$ cat src/hdl/mlpt_ram.sv
`timescale 1ns / 1ps
// ---------------------------------------------------------------------------
// MAC learning port table - generic RAM
// One write port, one read port with registered read data.
// ---------------------------------------------------------------------------
module mlpt_ram #(
   parameter int WIDTH = 8,
   parameter int DEPTH = 64,
   localparam int ADDR_W = $clog2(DEPTH)
) (
   input  logic              clock,
   input  logic              wr_en,
   input  logic [ADDR_W-1:0] wr_addr,
   input  logic [WIDTH-1:0]  wr_data,
   input  logic [ADDR_W-1:0] rd_addr,
   output logic [WIDTH-1:0]  rd_data
);

   logic [WIDTH-1:0] mem [DEPTH];

   // write and read, read data registered
   always_ff @(posedge clock) begin
      if (wr_en) begin
         mem[wr_addr] <= wr_data;
      end
      rd_data <= mem[rd_addr];
   end

endmodule

$ cat config.mk
export PLATFORM = sky130hd
export DESIGN_NAME = mlpt_ram
export DESIGN_NICKNAME = d
export VERILOG_FILES = /design/src/hdl/mlpt_ram.sv
export SDC_FILE = /design/constraint.sdc
export NUM_CORES = 1
export LEC_CHECK = 0
export BUFFER_PORTS_ARGS = -buffer_cell sky130_fd_sc_hd__buf_2
export CORE_MARGIN = 2
export CORE_UTILIZATION = 56
export DETAILED_ROUTE_END_ITERATION = 6
export PLACE_DENSITY = 0.79
export SYNTH_ARGS = -nofsm -noshare
export SYNTH_HDL_FRONTEND = slang
export SYNTH_SLANG_ARGS = --single-unit
$ cat constraint.sdc
create_clock -name clock -period 2.7 [get_ports clock]
set_clock_uncertainty 0.1 [all_clocks]
set_input_delay 0.675 -clock clock [delete_from_list [all_inputs] [get_ports clock]]
set_output_delay 0.675 -clock clock [all_outputs]
set_load 0.02 [all_outputs]
==> flow_metrics.tcl, run 1 <==
set metrics [dict create \
    powerDensity_nw_per_um2 696 \
    whs_endpoint "rd_data[1]" \
    ys_warn_count 0 \
    synthTopCellsByArea "edfxtp_1 (76%), mux4_2 (14%), nor2_1 (1.5%)" \
    fin_tns_setup_ns 0 \
    routed_wl_mm 45.1 \
    hp-start "rd_addr[5]" \
    power.share.switching_pct 20.2 \
    layout_common_cells "edfxtp_1 (512), buf_4 (137), mux4_2 (126)" \
    worst-path-max-fanout 18 \
    ys_ff_latch 520 \
    final_layout_size_suffix_gt1_share_pct 32.6 \
    syn_inst 940 \
    status "complete, no violations" \
    grt_max_degree 65 \
    die-area_sq_um 37500 \
    cp.arrival_ns 2.64 \
    cts_made_buffers 48 \
    critPathKind "input port to flip-flop" \
    grt-ovfl-total 0 \
    fmax_ghz 0.432 \
    vdd_drop_max_mv 0.503 \
    ant_nets 0 \
    hold_viol_final 0 \
    setup_ws_ns 0.388 \
    timing.final.crit_period_ns 2.31 \
    clockBufferDepth 3 \
    diodes 0 \
    track_usage_pct 24.5 \
    clk_pin_slew_ns 0.06 \
    start_kind "input port" \
    final_common_cell "edfxtp_1" \
    cp_data_required_time_ns 3.03 \
    final_max_slew_viol_count 0 \
    syn-num-nets 962 \
    clockRootBuffer "clkbuf_16" \
    dp_hpwl_mm 28.4 \
    drc 0 \
    finalCritPeriodShare_pct 85.6 \
    area_growth_syn_to_layout_pct 15.5 \
    intPower_mw 12.9 \
    clk_latency_ns 0.55 \
    synth_top_area_cell "edfxtp_1" \
    fin_nets 1137 \
    dpl_cell_area_sq_um 21800 \
    dpl.cell_count 1526 \
    register_area_sq_um 15500 \
    grt_antenna_before_repair 1 \
    ctsResizeCount 0 \
    fillers 2122 \
    stdcell_count 1612 \
    cts.sinks 520 \
    tightest_slew_ns 0.692 \
    io_pins 30 \
    syn_area_per_cell_sq_um 21.5 \
    vias 10300 \
    r2r_end "rd_data[6]" \
    p_leak_nw 7.59 \
    p_comb_share_pct 5.7 \
    initialDrtViolationCount 1329 \
    switching_power_mw 3.28 \
    maxCapViolCount 0 \
    hold_path_class "input port to flip-flop" \
    mappedNetlistArea_sq_um 20200 \
    seq_area_frac_synth_pct 77.0 \
    final_area_sq_um 23300 \
    grt_pass1_wl_mm 67.5 \
    num_rows 69 \
    firstDrtPassIters 5 \
    p_clk_share_pct 39.0 \
    die_h_um 194 \
    die_w_um 194 \
    multiInputGateArea_sq_um 4320 \
    portBuffers 29 \
    synth_cell_type_count 40 \
    setup_viol_count_final 0 \
    whs_path_depth 3 \
    relSlewSlack_pct 53.8 \
    reg2reg_depth 6 \
    dp_worst_setup_slack_ns -0.225 \
    cts_setup_buffers 0 \
    synth_top_area_share_pct 76.2 \
    seqPwrFrac_pct 55.3 \
    worstSetupEndpointType "flip-flop" \
    htreeDepth 2 \
    start_util_pct 56.8 \
    rsz0062_at_grt "false" \
    gp_congestion 0.848 \
    cts_hold_buf 0 \
    avgViaCountPerCell 6.38 \
    cts_tree "yes" \
    fin_hold_ws_ns 0.442 \
    core-area_sq_um 35500 \
    reg2reg_setup_slack_ns 0.47 \
    wl_per_cell_um 28.0 \
    timing.rr.start "mem[20][6]" \
    grt_pass1_vias 10600 \
]
==> metrics by stage <==
step | total power, mW | utilization, %
after floorplan | 9.61 | -
after global placement | 10.0 | 61.6
after detailed placement | 10.0 | 61.6
after CTS | 16.3 | 65.6
after global routing | 16.6 | 65.6
final | 16.2 | 65.6
==> cell families after synthesis <==
family / Yosys count / synth area share [%]
multiplexers: 162 / 15.9
flip-flops: 520 / 77.0
AND/OR/NAND/NOR: 153 / 3.39
buffers and inverters: 51 / 1.57
AO/OA/AOI/OAI: 54 / 2.07
==> power by group through the flow <==
stage	registers [mW]	logic, mW	clock network (mW)
floorplan	9.14	0.476	0
global placement	9.13	0.879	0
detailed placement	9.14	0.906	0
CTS	8.97	0.917	6.39
global route	8.96	0.971	6.70
finish	8.97	0.918	6.32
==> registers in the layout, indices dropped and copies added (netlist names) <==
signal and cells:
mem 512, rd_data 8
==> synthesized netlist by cell type, drive strengths merged <==
cell     instances
edfxtp         512
mux4           126
nor2            83
buf             34
mux2i           23
nand2           19
clkbuf          17
nor2b           14
mux2            13
nand3           13
dfxtp            8
o221ai           8
o22ai            8
nand2b           7
nor3             7
a221oi           6
a211oi           4
o21ai            4
a21oi            3
a22oi            3
nand3b           3
o2111ai          3
o2bb2ai          3
a2111oi          2
nand4            2
nor4             2
o21a             2
o221a            2
o32ai            2
o41ai            2
a31oi            1
and2             1
nand4b           1
o311ai           1
or3              1
==> critical path, stage by stage <==
cell      delay, ns
clkbuf_8       0.28
buf_12         0.24
mux4_2         0.52
mux4_2         0.53
o21ai_0        0.27
nand2_1        0.09
==> routing by layer <==
layer | vias to the layer above | global-route usage, % | part of all wire, %
li1 | 4278 | - | -
met1 | 5292 | 34.8 | 38
met2 | 621 | 39.6 | 49
met3 | 85 | 4.04 | 9.5
met4 | 2 | 8.17 | 3.1
met5 | - | 0 | 0.031
==> worst max path at each step <==
stage | startpoint | end | slack [ns] | cells after the start
finish | rd_addr[0] | rd_data[7] | 0.39 | 6
detailed placement | rd_addr[0] | rd_data[7] | -0.23 | 6
global placement | rd_addr[0] | rd_data[7] | -0.19 | 6
CTS | rd_addr[0] | rd_data[7] | 0.38 | 6
floorplan | rd_addr[1] | rd_data[3] | 0.26 | 7
global route | rd_addr[0] | rd_data[5] | 0.25 | 7
==> layout make-up <==
class | count | area share [%]
clock buffers | 66 | 5.54
clock inverters | 20 | 0.704
multi-input cells | 369 | 18.5
flip-flops and latches | 520 | 66.7
well taps | 461 | 2.48
repair buffers | 176 | 6.06
Power figures use the tool's default switching activity.
==> inputs of run 2 (changes only) <==
--- a/config.mk
+++ b/config.mk
@@ -9,7 +9,9 @@
 export CORE_MARGIN = 2
 export CORE_UTILIZATION = 56
 export DETAILED_ROUTE_END_ITERATION = 6
+export GPL_ROUTABILITY_DRIVEN = 0
 export PLACE_DENSITY = 0.79
+export RECOVER_POWER = 100
 export SYNTH_ARGS = -nofsm -noshare
 export SYNTH_HDL_FRONTEND = slang
 export SYNTH_SLANG_ARGS = --single-unit
==> flow_metrics.tcl, run 2 (synthesis gave the netlist of run 1 again) <==
set metrics [dict create \
    clk_latency_ns 0.55 \
    cp.arrival_ns 2.60 \
    firstDrtPassIters 5 \
    clockRootBuffer "clkbuf_16" \
    cts_hold_buf 0 \
    postLayoutCoreUtil_pct 64.5 \
    drc 0 \
    fin_nets 1137 \
    grt-ovfl-total 0 \
    final_max_slew_viol_count 104 \
    tightest_slew_ns 1.62 \
    ant_nets 0 \
    grt_pass1_vias 10600 \
    dp_hpwl_mm 28.4 \
    die_h_um 194 \
    layout_common_cells "edfxtp_1 (512), mux4_2 (126), clkbuf_1 (122)" \
    p_leak_nw 7.15 \
    start_kind "input port" \
    ctsResizeCount 0 \
    relSlewSlack_pct -8.18 \
    vdd_drop_max_mv 0.505 \
    total_power_mw 16.2 \
    die_w_um 194 \
    start_util_pct 56.8 \
    grt_max_degree 65 \
    cts_setup_buffers 0 \
    setup_ws_ns 0.184 \
    vias 10400 \
    core-area_sq_um 35500 \
    fin_hold_ws_ns 0.437 \
    track_usage_pct 24.5 \
    avgViaCountPerCell 6.44 \
    htreeDepth 2 \
    powerDensity_nw_per_um2 708 \
    top_register "mem" \
    rsz0062_at_grt "false" \
    maxCapViolCount 3 \
    cts_made_buffers 48 \
    final_common_cell "edfxtp_1" \
    grt_antenna_before_repair 1 \
    dp_worst_setup_slack_ns -0.225 \
    fmax_ghz 0.397 \
    cts_tree "yes" \
    finalCritPeriodShare_pct 93.2 \
    fillers 2272 \
    violations "capacitance limit, slew limit" \
    num_rows 69 \
    largestRegisters "mem: 512 flops, rd_data: 8 flops" \
    hold_viol_final 0 \
    io_pins 30 \
    worst-path-max-fanout 8 \
    final_layout_size_suffix_gt1_share_pct 23.5 \
    largest_reg_flops 512 \
    area_growth_syn_to_layout_pct 13.4 \
    initialDrtViolationCount 1326 \
    fin_tns_setup_ns 0 \
    critPathKind "input port to flip-flop" \
    status "complete, but fails checks" \
    wl_per_cell_um 28.2 \
    grt_pass1_wl_mm 67.5 \
    die-area_sq_um 37500 \
    cp_data_required_time_ns 2.78 \
    routed_wl_mm 45.4 \
    worstSetupEndpointType "flip-flop" \
    clk_pin_slew_ns 0.06 \
    setup_viol_count_final 0 \
    timing.final.crit_period_ns 2.52 \
    diodes 0 \
    cts.sinks 520 \
    clockBufferDepth 3 \
    hold_path_class "input port to flip-flop" \
    portBuffers 29 \
]
==> run 2: cell types whose count changed in the layout (fill, tap and decap cells not counted), sizes merged <==
cell    before  now
buf        175   62
clkbuf      67  180
==> run 2: power breakdown <==
group          switching [mW]  leakage, nW  internal [mW]
Sequential             0.0332         4.67           8.94
Clock                    2.72        0.703           3.61
Combinational           0.538         1.77          0.352
Total                    3.29         7.15           12.9
==> run 2: layout make-up <==
| type | count | area [sq um] | share of cell area [%] |
|---|---|---|---|
| Sequential cell | 520 | 15500 | 67.9 |
| Multi-Input combinational cell | 369 | 4320 | 18.9 |
| Clock buffer | 66 | 1290 | 5.64 |
| Timing Repair Buffer | 176 | 996 | 4.35 |
| Tap cell | 461 | 577 | 2.52 |
| Clock inverter | 20 | 164 | 0.716 |
==> run 2: through the flow <==
stage               cell area [sq um]  cells
floorplan                       20200    940
global placement                21800   1526
detailed placement              21800   1526
CTS                             23300   1612
global route                    22900   1612
finish                          22900   1612
==> run 2: path summary, 6_finish.rpt <==
| check | from | cells past startpoint | endpoint | slack (ns) |
|---|---|---|---|---|
| max | wr_en | 6 | mem[30][1] | 0.18 |
| max reg2reg | mem[20][6] | 6 | rd_data[6] | 0.41 |
| min reg2reg | mem[0][7] | 4 | rd_data[7] | 0.76 |
| min | rd_addr[5] | 3 | rd_data[1] | 0.44 |
==> run 2: critical path: stages <==
cell and delay, ns:
clkbuf_1 0.34, nor2b_1 0.36, nand3_1 0.23, clkbuf_1 0.33, nor2_1 0.19, clkbuf_1 0.46
==> run 2: layer usage <==
metal | wire length [um] | GRT usage [%] | part of all wire, % | up-vias
met5 | 14 | 0 | 0.031 | -
met3 | 4000 | 4.04 | 8.8 | 103
met2 | 22200 | 39.6 | 49 | 611
li1 | - | - | - | 4281
met1 | 17700 | 34.8 | 39 | 5379
met4 | 1500 | 8.17 | 3.3 | 2
==> inputs of run 3 (changes only) <==
==> constraint.sdc (replaced) <==
create_clock -name clock -period 2.7 [get_ports clock]
set_clock_uncertainty 0.1 [all_clocks]
set_input_delay 0.135 -clock clock [delete_from_list [all_inputs] [get_ports clock]]
set_output_delay 0.135 -clock clock [all_outputs]
set_load 0.02 [all_outputs]
==> flow_metrics.tcl, run 3 (synthesis gave the netlist of run 1 again) <==
set metrics [dict create \
    fmax_ghz 0.436 \
    cp.arrival_ns 2.62 \
    initialDrtViolationCount 1134 \
    grt_antenna_before_repair 2 \
    hp-start "wr_addr[2]" \
    setup_ws_ns 0.407 \
    maxCapViolCount 0 \
    r2r_end "rd_data[4]" \
    num_rows 69 \
    clk_latency_ns 0.56 \
    fin_nets 1100 \
    die-area_sq_um 37500 \
    critPathSlowestCell "mux4_2" \
    hold_viol_final 0 \
    grt_max_degree 65 \
    cts_tree "yes" \
    core-area_sq_um 35500 \
    top_register "mem" \
    wl_per_cell_um 27.9 \
    htreeDepth 2 \
    setup_viol_count_final 0 \
    p_comb_share_pct 5.1 \
    reg2reg_depth 5 \
    timing.final.crit_period_ns 2.29 \
    area_growth_syn_to_layout_pct 12.9 \
    final_area_sq_um 22800 \
    worst-path-max-fanout 1 \
    vias 10100 \
    largest_reg_flops 512 \
    firstDrtPassIters 5 \
    final_layout_size_suffix_gt1_share_pct 22.4 \
    status "complete, no violations" \
    cts_made_buffers 50 \
    ant_nets 0 \
    stdcell_count 1577 \
    clockBufferDepth 3 \
    clk_pin_slew_ns 0.06 \
    rsz0062_at_grt "false" \
    total_power_mw 16.6 \
    cp_data_required_time_ns 3.03 \
    clockRootBuffer "clkbuf_16" \
    reg2reg_setup_slack_ns 0.41 \
    grt-ovfl-total 0 \
    relSlewSlack_pct 2.91 \
    track_usage_pct 23.7 \
    dpl_cell_area_sq_um 21400 \
    start_util_pct 56.8 \
    powerDensity_nw_per_um2 731 \
    final_max_slew_viol_count 0 \
    drc 0 \
    timing.rr.start "mem[20][4]" \
    tightest_slew_ns 1.46 \
    p_leak_nw 7.08 \
    seqPwrFrac_pct 53.9 \
    portBuffers 29 \
    layout_common_cells "edfxtp_1 (512), mux4_2 (126), clkbuf_1 (96)" \
    grt_pass1_wl_mm 65.5 \
    routed_wl_mm 43.9 \
    cts_setup_buffers 0 \
    dp_hpwl_mm 27.5 \
    whs_path_depth 2 \
    largestRegisters "mem: 512 flops, rd_data: 8 flops" \
    finalCritPeriodShare_pct 84.9 \
    hold_path_class "input port to flip-flop" \
    cts.sinks 520 \
    grt_pass1_vias 10300 \
    path_cells "mux4_2, mux2_2, o221a_2, nor3_1, o32ai_1" \
    critPathKind "flip-flop to flip-flop" \
    dp_worst_setup_slack_ns 0.258 \
    dpl.cell_count 1481 \
    start_kind "flip-flop" \
    io_pins 30 \
    die_h_um 194 \
    fin_tns_setup_ns 0 \
    p_clk_share_pct 41.0 \
    whs_endpoint "mem[48][0]" \
    slowest_delay_ns 0.47 \
    final_common_cell "edfxtp_1" \
    die_w_um 194 \
    vdd_drop_max_mv 0.582 \
    power.share.switching_pct 20.2 \
    switching_power_mw 3.36 \
    avgViaCountPerCell 6.38 \
    worstSetupEndpointType "flip-flop" \
    intPower_mw 13.3 \
]
[run 3: changes by cell type in the layout (fill, tap and decap cells not counted), sizes merged]
cell         before  now
buf              62   37
bufinv            3    5
clkbuf          180  157
clkinv           16   20
clkinvlp          1    0
diode             0    2
dlygate4sd3       0    6
[run 3: timing repair]
action	in CTS	in global routing
hold buffers	6	0
resized for setup	0	0
endpoints found under the hold margin	98	0
[run 3: worst max-delay path by stage]
| stage | from | to | slack (ns) |
|---|---|---|---|
| floorplan | rd_addr[1] | rd_data[3] | 0.80 |
| global placement | rd_addr[2] | rd_data[4] | 0.30 |
| detailed placement | rd_addr[2] | rd_data[4] | 0.26 |
| CTS | mem[20][4] | rd_data[4] | 0.43 |
| global route | wr_data[6] | mem[18][6] | 0.29 |
| finish | mem[20][4] | rd_data[4] | 0.41 |
[run 3: cell type report]
cell class	instances	area [sq um]
Antenna cell	2	5.00
Clock buffer	63	1360
Clock inverter	25	233
Fill cell	2319	12700
Multi-Input combinational cell	369	4320
Sequential cell	520	15500
Tap cell	461	577
Timing Repair Buffer	137	744
[run 3: power by group through the flow]
stage	Sequential (mW)	Clock, mW	Combinational [mW]
5_1_grt	8.97	7.21	0.900
3_3_place_gp	9.13	0	0.825
4_1_cts	8.97	6.90	0.864
2_1_floorplan	9.14	0	0.476
3_5_place_dp	9.14	0	0.848
6_report	8.97	6.82	0.846
[run 3: metrics by stage]
step / utilization [%] / hold WS (ns)
floorplan: - / 0.134
global placement: 60.3 / 0.430
detailed placement: 60.3 / 0.436
CTS: 65.0 / 0.0149
global route: 64.2 / 0.0582
finish: 64.2 / 0.0416
[run 3: critical path, delay by kind of cell, from the launching register on]
kind / cells / cell delay, ns
flops: 1 / 0.39
mux: 2 / 0.75
simple gates: 1 / 0.46
compound gates: 2 / 0.47
[run 3: per-layer routing]
layer	up-vias	routed length (um)	track usage [%]
li1	4200	-	-
met1	5198	17400	33.6
met2	560	21400	37.8
met3	98	3700	4.52
met4	2	1460	8.45
met5	-	15	0
